`config.mk`:
```
export PLATFORM = sky130hd
export DESIGN_NAME = mvf_prime
export DESIGN_NICKNAME = d
export VERILOG_FILES = /design/src/sv/mvf_pkg.sv /design/src/sv/mvf_divider.sv /design/src/sv/mvf_prime.sv
export SDC_FILE = /design/constraint.sdc
export NUM_CORES = 1
export LEC_CHECK = 0
export BUFFER_PORTS_ARGS = -buffer_cell sky130_fd_sc_hd__buf_4
export CORE_MARGIN = 2
export CORE_UTILIZATION = 24
export CTS_BUF_LIST = sky130_fd_sc_hd__clkbuf_2 sky130_fd_sc_hd__clkbuf_4 sky130_fd_sc_hd__clkbuf_8
export CTS_CLUSTER_DIAMETER = 150
export DETAILED_ROUTE_END_ITERATION = 16
export SYNTH_ARGS = -nofsm -noshare
export SYNTH_HDL_FRONTEND = slang
export SYNTH_HIERARCHICAL = 1
export SYNTH_SLANG_ARGS = --single-unit
```
`constraint.sdc`:
```
create_clock -name i_clk -period 5.5 [get_ports i_clk]
set_input_delay 0.275 -clock i_clk [delete_from_list [all_inputs] [get_ports i_clk]]
set_output_delay 0.275 -clock i_clk [all_outputs]
set_load 0.02 [all_outputs]
```
`src/sv/mvf_pkg.sv`:
```
package mvf_pkg;

    localparam int MAX_DIM     = 128;
    localparam int VALUE_WIDTH = 16;
    localparam int TDATA_W     = ((VALUE_WIDTH + 7) / 8) * 8;
    localparam int CFG_W       = 8;
    localparam int CFG_IDX_W   = 2;
    localparam int MODE_W      = 3;
    localparam int IDX_W       = $clog2(MAX_DIM);
    localparam int DIM_W       = $clog2(MAX_DIM + 1);
    localparam int CMP_W       = (DIM_W > CFG_W) ? DIM_W : CFG_W;
    localparam int MAG_W       = VALUE_WIDTH - 1;
    localparam int DIV_W       = VALUE_WIDTH / 2 + 1;
    localparam int SQ_W        = VALUE_WIDTH + 1;
    localparam int CNT_W       = $clog2(VALUE_WIDTH);

    localparam logic [CFG_IDX_W-1:0] CFG_NUM_ROWS = 2'd0;
    localparam logic [CFG_IDX_W-1:0] CFG_NUM_COLS = 2'd1;
    localparam logic [CFG_IDX_W-1:0] CFG_MODE     = 2'd2;

    localparam logic [MODE_W-1:0] MODE_FULL      = 3'd0;
    localparam logic [MODE_W-1:0] MODE_CORNERS   = 3'd1;
    localparam logic [MODE_W-1:0] MODE_BORDER    = 3'd2;
    localparam logic [MODE_W-1:0] MODE_DIAGONALS = 3'd3;
    localparam logic [MODE_W-1:0] MODE_PRIMES    = 3'd4;

    localparam logic [1:0] CORNER_TL = 2'd0;
    localparam logic [1:0] CORNER_TR = 2'd1;
    localparam logic [1:0] CORNER_BL = 2'd2;
    localparam logic [1:0] CORNER_BR = 2'd3;

    typedef enum logic [1:0] {
        ST_IDLE,
        ST_PRIME,
        ST_EMIT
    } t_state;

    typedef enum logic [1:0] {
        PR_IDLE,
        PR_CHECK,
        PR_DIV,
        PR_DONE
    } t_prime_state;

    typedef struct packed {
        logic done;
        logic rem_zero;
    } t_div_status;

    typedef struct packed {
        logic done;
        logic is_prime;
    } t_prime_status;

    // Maps a written dimension to its last index, with zero acting as one
    // and anything above the maximum acting as the maximum.
    function automatic logic [IDX_W-1:0] clamp_last(input logic [CFG_W-1:0] v);
        logic [CMP_W-1:0] ext;
        ext = CMP_W'(v);
        if (ext == '0) begin
            return '0;
        end else if (ext > CMP_W'(MAX_DIM)) begin
            return IDX_W'(MAX_DIM - 1);
        end else begin
            return IDX_W'(ext - CMP_W'(1));
        end
    endfunction

endpackage

```
`src/sv/mvf_divider.sv`:
```
module mvf_divider (
    input  logic                      i_clk,
    input  logic                      i_rst_n,
    input  logic                      i_start,
    input  logic [mvf_pkg::MAG_W-1:0] i_dividend,
    input  logic [mvf_pkg::DIV_W-1:0] i_divisor,
    output mvf_pkg::t_div_status      o_status
);
    import mvf_pkg::*;

    // Restoring remainder, one dividend bit per cycle from the top down.
    logic             r_busy;
    logic             r_done;
    logic [CNT_W-1:0] r_cnt;
    logic [MAG_W-1:0] r_shift;
    logic [DIV_W-1:0] r_divisor;
    logic [DIV_W:0]   r_rem;
    logic [DIV_W:0]   n_rem;
    logic [DIV_W:0]   w_trial;

    always_comb begin
        w_trial = {r_rem[DIV_W-1:0], r_shift[MAG_W-1]};
        if (w_trial >= {1'b0, r_divisor}) begin
            n_rem = w_trial - {1'b0, r_divisor};
        end else begin
            n_rem = w_trial;
        end
    end

    always_ff @(posedge i_clk) begin
        if (!i_rst_n) begin
            r_busy <= 1'b0;
            r_done <= 1'b0;
            r_cnt  <= '0;
        end else begin
            r_done <= r_busy && (r_cnt == CNT_W'(1));
            if (i_start) begin
                r_busy <= 1'b1;
                r_cnt  <= CNT_W'(MAG_W);
            end else if (r_busy) begin
                r_cnt <= r_cnt - CNT_W'(1);
                if (r_cnt == CNT_W'(1)) begin
                    r_busy <= 1'b0;
                end
            end
        end
    end

    always_ff @(posedge i_clk) begin
        if (i_start) begin
            r_shift   <= i_dividend;
            r_divisor <= i_divisor;
            r_rem     <= '0;
        end else if (r_busy) begin
            r_shift <= {r_shift[MAG_W-2:0], 1'b0};
            r_rem   <= n_rem;
        end
    end

    assign o_status.done     = r_done;
    assign o_status.rem_zero = (r_rem == '0);

endmodule

```
`src/sv/mvf_prime.sv`:
```
module mvf_prime (
    input  logic                            i_clk,
    input  logic                            i_rst_n,
    input  logic                            i_start,
    input  logic [mvf_pkg::VALUE_WIDTH-1:0] i_value,
    output mvf_pkg::t_prime_status          o_status
);
    import mvf_pkg::*;

    t_prime_state     r_state;
    t_prime_state     n_state;
    logic [MAG_W-1:0] r_mag;
    logic [DIV_W-1:0] r_div;
    logic [DIV_W-1:0] n_div;
    logic [SQ_W-1:0]  r_sq;
    logic [SQ_W-1:0]  n_sq;
    logic             r_result;
    logic             n_result;
    logic             w_small;
    logic             w_div_start;
    t_div_status      w_div_status;

    mvf_divider u_divider (
        .i_clk      (i_clk),
        .i_rst_n    (i_rst_n),
        .i_start    (w_div_start),
        .i_dividend (r_mag),
        .i_divisor  (r_div),
        .o_status   (w_div_status)
    );

    assign w_small = i_value[VALUE_WIDTH-1] || (i_value < VALUE_WIDTH'(2));

    // The square of the divisor is kept alongside it and stepped by 2d + 1.
    always_comb begin
        n_state     = r_state;
        n_div       = r_div;
        n_sq        = r_sq;
        n_result    = r_result;
        w_div_start = 1'b0;
        case (r_state)
            PR_IDLE: begin
                if (i_start) begin
                    n_div = DIV_W'(2);
                    n_sq  = SQ_W'(4);
                    if (w_small) begin
                        n_result = 1'b0;
                        n_state  = PR_DONE;
                    end else begin
                        n_state = PR_CHECK;
                    end
                end
            end
            PR_CHECK: begin
                if (r_sq > SQ_W'(r_mag)) begin
                    n_result = 1'b1;
                    n_state  = PR_DONE;
                end else begin
                    w_div_start = 1'b1;
                    n_state     = PR_DIV;
                end
            end
            PR_DIV: begin
                if (w_div_status.done) begin
                    if (w_div_status.rem_zero) begin
                        n_result = 1'b0;
                        n_state  = PR_DONE;
                    end else begin
                        n_div   = r_div + DIV_W'(1);
                        n_sq    = r_sq + SQ_W'({r_div, 1'b1});
                        n_state = PR_CHECK;
                    end
                end
            end
            PR_DONE: begin
                n_state = PR_IDLE;
            end
            default: begin
                n_state = PR_IDLE;
            end
        endcase
    end

    always_ff @(posedge i_clk) begin
        if (!i_rst_n) begin
            r_state <= PR_IDLE;
        end else begin
            r_state <= n_state;
        end
    end

    always_ff @(posedge i_clk) begin
        r_div    <= n_div;
        r_sq     <= n_sq;
        r_result <= n_result;
        if (r_state == PR_IDLE && i_start) begin
            r_mag <= i_value[MAG_W-1:0];
        end
    end

    assign o_status.done     = (r_state == PR_DONE);
    assign o_status.is_prime = r_result;

endmodule

```
==> results.json, run 1 <==
{
  "status": "completed",
  "drtIter0Drc": 235,
  "yosysTopAreaCell": "edfxtp_1",
  "row_count": 51,
  "syn_inst": 448,
  "antenna_found_initial": 0,
  "grt_start_max_net_pins": 31,
  "seq_area_frac_synth": 0.486,
  "port_buffers": 20,
  "cap_violations": 0,
  "synthTopCellsByArea": "edfxtp_1 41%, ha_1 9.3%, dfxtp_1 7.5%",
  "rrSetupSlack_ps": 1950,
  "synth_area_mm2": 0.00482,
  "cts_hold_buf": 0,
  "whs_ps": 77.8,
  "grt_pass1_wl_mm": 16.9,
  "r2r-start": "r_sq[14]$_SDFFCE_PN0P_",
  "ctsHtreeMaxLevel": 3,
  "yosysWarnings": 6,
  "postCtsSetupRepairBufs": 0,
  "fin_skew_ps": 8.29,
  "peakVddDrop_v": 0.000141,
  "first_global_vias": 3360,
  "nNetsFinal": 524,
  "final_cell_mix": "66 x edfxtp_1, 36 x ha_1, 34 x inv_1, 34 x nor2_1, 33 x a21oi_1",
  "drive_gt1_frac": 0.136,
  "grtUsageTotal": 0.0984,
  "setup_tns_ps": 0,
  "slew_headroom": 0.162,
  "clock_path_buffers": 2,
  "critPathCaptureType": "flop",
  "path_class": "flop to flop",
  "dpl.hpwl_mm": 7.45,
  "stdcell_count": 737,
  "setup_viol": 0,
  "core-area_mm2": 0.0196,
  "rsz0062_at_grt": "no",
  "dpl.cell_count": 721,
  "cts-root-buf": "clkbuf_8",
  "start_util": 0.246,
  "async_flop_share": 0,
  "diodes": 0,
  "cts_resized": 0,
  "final_common_cell": "edfxtp_1",
  "cts_tree": "yes",
  "drt_wl_total_mm": 10.2,
  "crit_arrival_ps": 3780,
  "synth_area_per_cell_um2": 10.8,
  "ys_ff_latch": 84,
  "ant_nets": 0,
  "finalHoldViolCount": 0,
  "worst_pin_slew_ps": 1250,
  "cts_sinks": 84,
  "power.density_mw_per_mm2": 369,
  "critPathLaunchType": "flop",
  "area_growth_pct": 13.1,
  "dieWidth_um": 146,
  "fp.dieH_um": 146,
  "syn_nets": 505,
  "hold_class": "primary input to flop",
  "drcViolationCount": 0,
  "crit_start": "r_sq[14]$_SDFFCE_PN0P_",
  "endpoint": "u_divider/r_rem[2]$_SDFFE_PP0P_",
  "synth_edf_count": 66,
  "clk_latency_ps": 370,
  "r2r.worst_path.cells": 8,
  "rr_endpoint": "u_divider/r_rem[2]$_SDFFE_PP0P_",
  "max_freq_mhz": 282,
  "place_congestion": 0.851,
  "die-area_mm2": 0.0212,
  "cp.required_ps": 5730,
  "power_mw": 2.01,
  "vias_per_cell": 4.76,
  "yosysUniqueCellTypes": 61,
  "slew_violations": 0,
  "period_share": 0.646,
  "gr-total-overflow": 0,
  "cp_max_fo": 30,
  "p_leak_nw": 2.03,
  "post-route-util": 0.278,
  "post-route-min-period_ps": 3550,
  "cts_buffers": 9,
  "wire_per_inst_um": 13.8,
  "io_pins": 21,
  "ys.flop_type": "edfxtp_1",
  "synth_top_area_frac": 0.411,
  "firstDrtPassIters": 5,
  "clk_pin_slew_ps": 80,
  "vias": 3511
}
==> cell families (layout without fill, tap and decap cells) <==
kind of cell	after synthesis	in the layout	share of synthesized area
compound gates	104	104	0.147
fa+ha+maj	38	38	0.102
buf+inv	48	72	0.0400
simple gates	136	136	0.148
xor+xnor	19	19	0.0345
flops	84	84	0.486
mux	19	19	0.0431
==> worst max-delay path, cell delays in order (launching register included) <==
cell,delay (ps)
edfxtp_1,440
ha_1,340
a221oi_1,290
o211ai_1,150
o31a_1,360
nor3_2,950
buf_4,470
nand2b_1,240
o311ai_0,160
==> Yosys cell counts, types with 8 or more instances <==
cell / count
edfxtp_1: 66
ha_1: 36
nor2_1: 35
inv_1: 34
a21oi_1: 33
nand2_1: 28
dfxtp_1: 18
mux2_2: 14
o21ai_0: 11
o21a_1: 10
xor2_1: 10
nand3_1: 9
xnor2_1: 9
nor3_1: 8
==> metal layers <==
layer  vias up  GRT usage  routed length [µm]
met2        72      0.163                4910
met4         0     0.0490                 247
li1       1704          -                   -
met1      1719      0.122                4630
met5         -          0                   0
met3        16     0.0204                 366
==> stage by stage <==
step	cell area [µm²]	setup WS [ps]
floorplan	4820	2080
global placement	5270	2130
detailed placement	5270	1980
CTS	5450	1950
global route	5450	1570
finish	5450	1950
==> flip-flops by register name, indices dropped and copies added, names as in the netlist <==
| signal | count |
|---|---|
| u_divider/r_rem | 10 |
| u_divider/r_divisor | 9 |
| u_divider/r_shift | 15 |
| u_divider/r_done | 1 |
| r_result | 1 |
| r_mag | 15 |
| u_divider/r_cnt | 4 |
| u_divider/r_busy | 1 |
| r_div | 9 |
| r_state | 2 |
| r_sq | 17 |
==> power by group <==
part | switching (mW) | internal, mW | total (mW)
clock | 0.220 | 0.210 | 0.430
sequential | 0.0933 | 0.802 | 0.896
combinational | 0.388 | 0.297 | 0.685
total | 0.702 | 1.31 | 2.01
==> cell type report <==
class | instances | area, µm²
repair buffers | 22 | 165
flip-flops and latches | 84 | 2340
well taps | 265 | 332
multi-input cells | 316 | 2300
inverters | 34 | 128
clock inverters | 6 | 55.1
fillers | 2031 | 14100
clock buffers | 10 | 131
==> how the worst min path moves through the flow <==
stage / start / end / slack [ps] / cells past startpoint
finish: i_value[0] / r_mag[0]$_DFFE_PP_ / 80 / 1
global route: i_value[0] / r_mag[0]$_DFFE_PP_ / 60 / 1
CTS: i_value[0] / r_mag[0]$_DFFE_PP_ / 50 / 1
detailed placement: i_value[0] / r_mag[0]$_DFFE_PP_ / 450 / 1
global placement: i_value[0] / r_mag[0]$_DFFE_PP_ / 450 / 1
floorplan: i_value[0] / r_mag[0]$_DFFE_PP_ / 370 / 0
(Power assumes the default switching activity.)
==> run 2, diff against run 1 <==
==> constraint.sdc (replaced) <==
create_clock -name i_clk -period 3.3 [get_ports i_clk]
set_input_delay 0.165 -clock i_clk [delete_from_list [all_inputs] [get_ports i_clk]]
set_output_delay 0.165 -clock i_clk [all_outputs]
set_load 0.02 [all_outputs]
==> results.json, run 2 (synthesis results as in run 1) <==
{
  "top_regs": "r_sq: 17 flops, r_mag: 15 flops, u_divider/r_shift: 15 flops",
  "gr-total-overflow": 0,
  "p_int_mw": 2.24,
  "cts-root-buf": "clkbuf_8",
  "ant_nets": 0,
  "final_cell_mix": "66 x edfxtp_1, 36 x ha_1, 34 x inv_1, 34 x nor2_1, 33 x a21oi_1",
  "top_register": "r_sq",
  "whs_ps": 109,
  "clock_path_buffers": 2,
  "crit_arrival_ps": 3050,
  "worst_pin_slew_ps": 638,
  "switching_share": 0.343,
  "critPathCaptureType": "flop",
  "drtIter0Drc": 224,
  "io_pins": 21,
  "p_sw_mw": 1.17,
  "rsz0062_at_grt": "no",
  "cts_buffers": 9,
  "vias": 3510,
  "grt_pass1_wl_mm": 16.9,
  "fill_cells": 1977,
  "start_util": 0.246,
  "fp.dieH_um": 146,
  "final_common_cell": "edfxtp_1",
  "critPathLaunchType": "flop",
  "largest_register_ff_count": 17,
  "stdcell_count": 756,
  "wire_per_inst_um": 13.4,
  "finalHoldViolCount": 0,
  "cts_tree": "yes",
  "p_leak_nw": 2.13,
  "p_seq_frac": 0.436,
  "firstDrtPassIters": 5,
  "slew_headroom": 0.574,
  "drcViolationCount": 0,
  "drt_wl_total_mm": 10.1,
  "cp.required_ps": 3540,
  "regArea_mm2": 0.00234,
  "timing.final.ws_setup_ps": 484,
  "drive_gt1_frac": 0.143,
  "antenna_found_initial": 0,
  "fin_skew_ps": 7.64,
  "ctsHtreeMaxLevel": 3,
  "period_share": 0.853,
  "dpl.cell_count": 725,
  "cp_max_fo": 30,
  "status": "completed",
  "slew_violations": 0,
  "grtUsageTotal": 0.0979,
  "place_congestion": 0.785,
  "core-area_mm2": 0.0196,
  "port_buffers": 20,
  "cts_sinks": 84,
  "peakVddDrop_v": 0.000175,
  "dpl.hpwl_mm": 7.48,
  "post-route-min-period_ps": 2820,
  "power.density_mw_per_mm2": 602,
  "nNetsFinal": 543,
  "pre_cts_ws_ps": 512,
  "first_global_vias": 3454,
  "area_growth_pct": 17.3,
  "vias_per_cell": 4.64,
  "setup_viol": 0,
  "setup_tns_ps": 0,
  "cap_violations": 0,
  "dieWidth_um": 146,
  "hold_class": "primary input to flop",
  "clkPwrFrac": 0.222,
  "die-area_mm2": 0.0212,
  "clk_latency_ps": 360,
  "path_class": "flop to flop",
  "clk_pin_slew_ps": 80,
  "max_freq_mhz": 355,
  "multi_input_comb_area_mm2": 0.00231,
  "combPwrFrac": 0.342,
  "diodes": 0,
  "grt_start_max_net_pins": 31,
  "row_count": 51
}
[run 2: cell count changes in the layout (fill, tap and decap cells not counted)]
| cell | before | now |
|---|---|---|
| inv_4 | 0 | 1 |
| clkbuf_4 | 1 | 2 |
| clkinv_2 | 2 | 1 |
| nor3_4 | 0 | 1 |
| dlygate4sd3_1 | 0 | 15 |
| nor3_2 | 1 | 0 |
| buf_4 | 22 | 26 |
| clkinv_1 | 2 | 0 |
| clkbuf_8 | 9 | 10 |
[run 2: final timing paths]
check	start	endpoint	slack, ps	depth (start not counted)
hold reg to reg	u_divider/r_rem[9]$_SDFFE_PP0P_	u_divider/r_rem[9]$_SDFFE_PP0P_	520	2
setup / recovery	r_sq[10]$_SDFFCE_PN0P_	u_divider/r_rem[8]$_SDFFE_PP0P_	480	9
setup reg to reg	r_sq[10]$_SDFFCE_PN0P_	u_divider/r_rem[8]$_SDFFE_PP0P_	480	9
hold / removal	i_rst_n	u_divider/r_cnt[1]$_SDFFE_PN0P_	110	2
[run 2: layout make-up]
class,instances,area share
Sequential cell,84,0.414
Timing Repair Buffer,41,0.0611
Inverter,34,0.0226
Clock buffer,12,0.0270
Multi-Input combinational cell,316,0.408
Clock inverter,4,0.00863
Tap cell,265,0.0586
[run 2: worst max-delay path, stage by stage, from the launching register on]
cell and delay (ps):
edfxtp_1 480, ha_1 340, nand4_1 130, nor3_1 320
and3b_1 210, o31a_1 250, nor3_4 50, buf_4 250
nand2b_1 250, o311ai_0 390
[run 2: metal layers]
metal  share of wire  vias up  track usage
li1                -     1734            -
met1            0.47     1705        0.120
met2            0.49       59        0.169
met3           0.026       12       0.0229
met4           0.013        0       0.0343
met5               0        -            0
[run 2: power groups by stage]
stage / registers (mW) / clock network, mW / logic (mW)
5_1_grt: 1.51 / 0.824 / 1.30
6_report: 1.48 / 0.755 / 1.16
4_1_cts: 1.49 / 0.778 / 1.16
3_3_place_gp: 1.51 / 0 / 1.10
2_1_floorplan: 1.45 / 0 / 0.916
3_5_place_dp: 1.51 / 0 / 1.14
[run 2: timing repair]
item / 4_1_cts / 5_1_grt
endpoints found under the hold margin: 15 / 0
hold buffers: 15 / 0
gates resized for setup: 0 / 0
buffers inserted: 0 / 0
[run 2: metrics by stage]
step / area, µm² / total power, mW / util
floorplan: 4830 / 2.36 / -
global placement: 5300 / 2.60 / 0.271
detailed placement: 5300 / 2.65 / 0.271
CTS: 5650 / 3.43 / 0.289
global route: 5650 / 3.64 / 0.289
finish: 5650 / 3.41 / 0.289
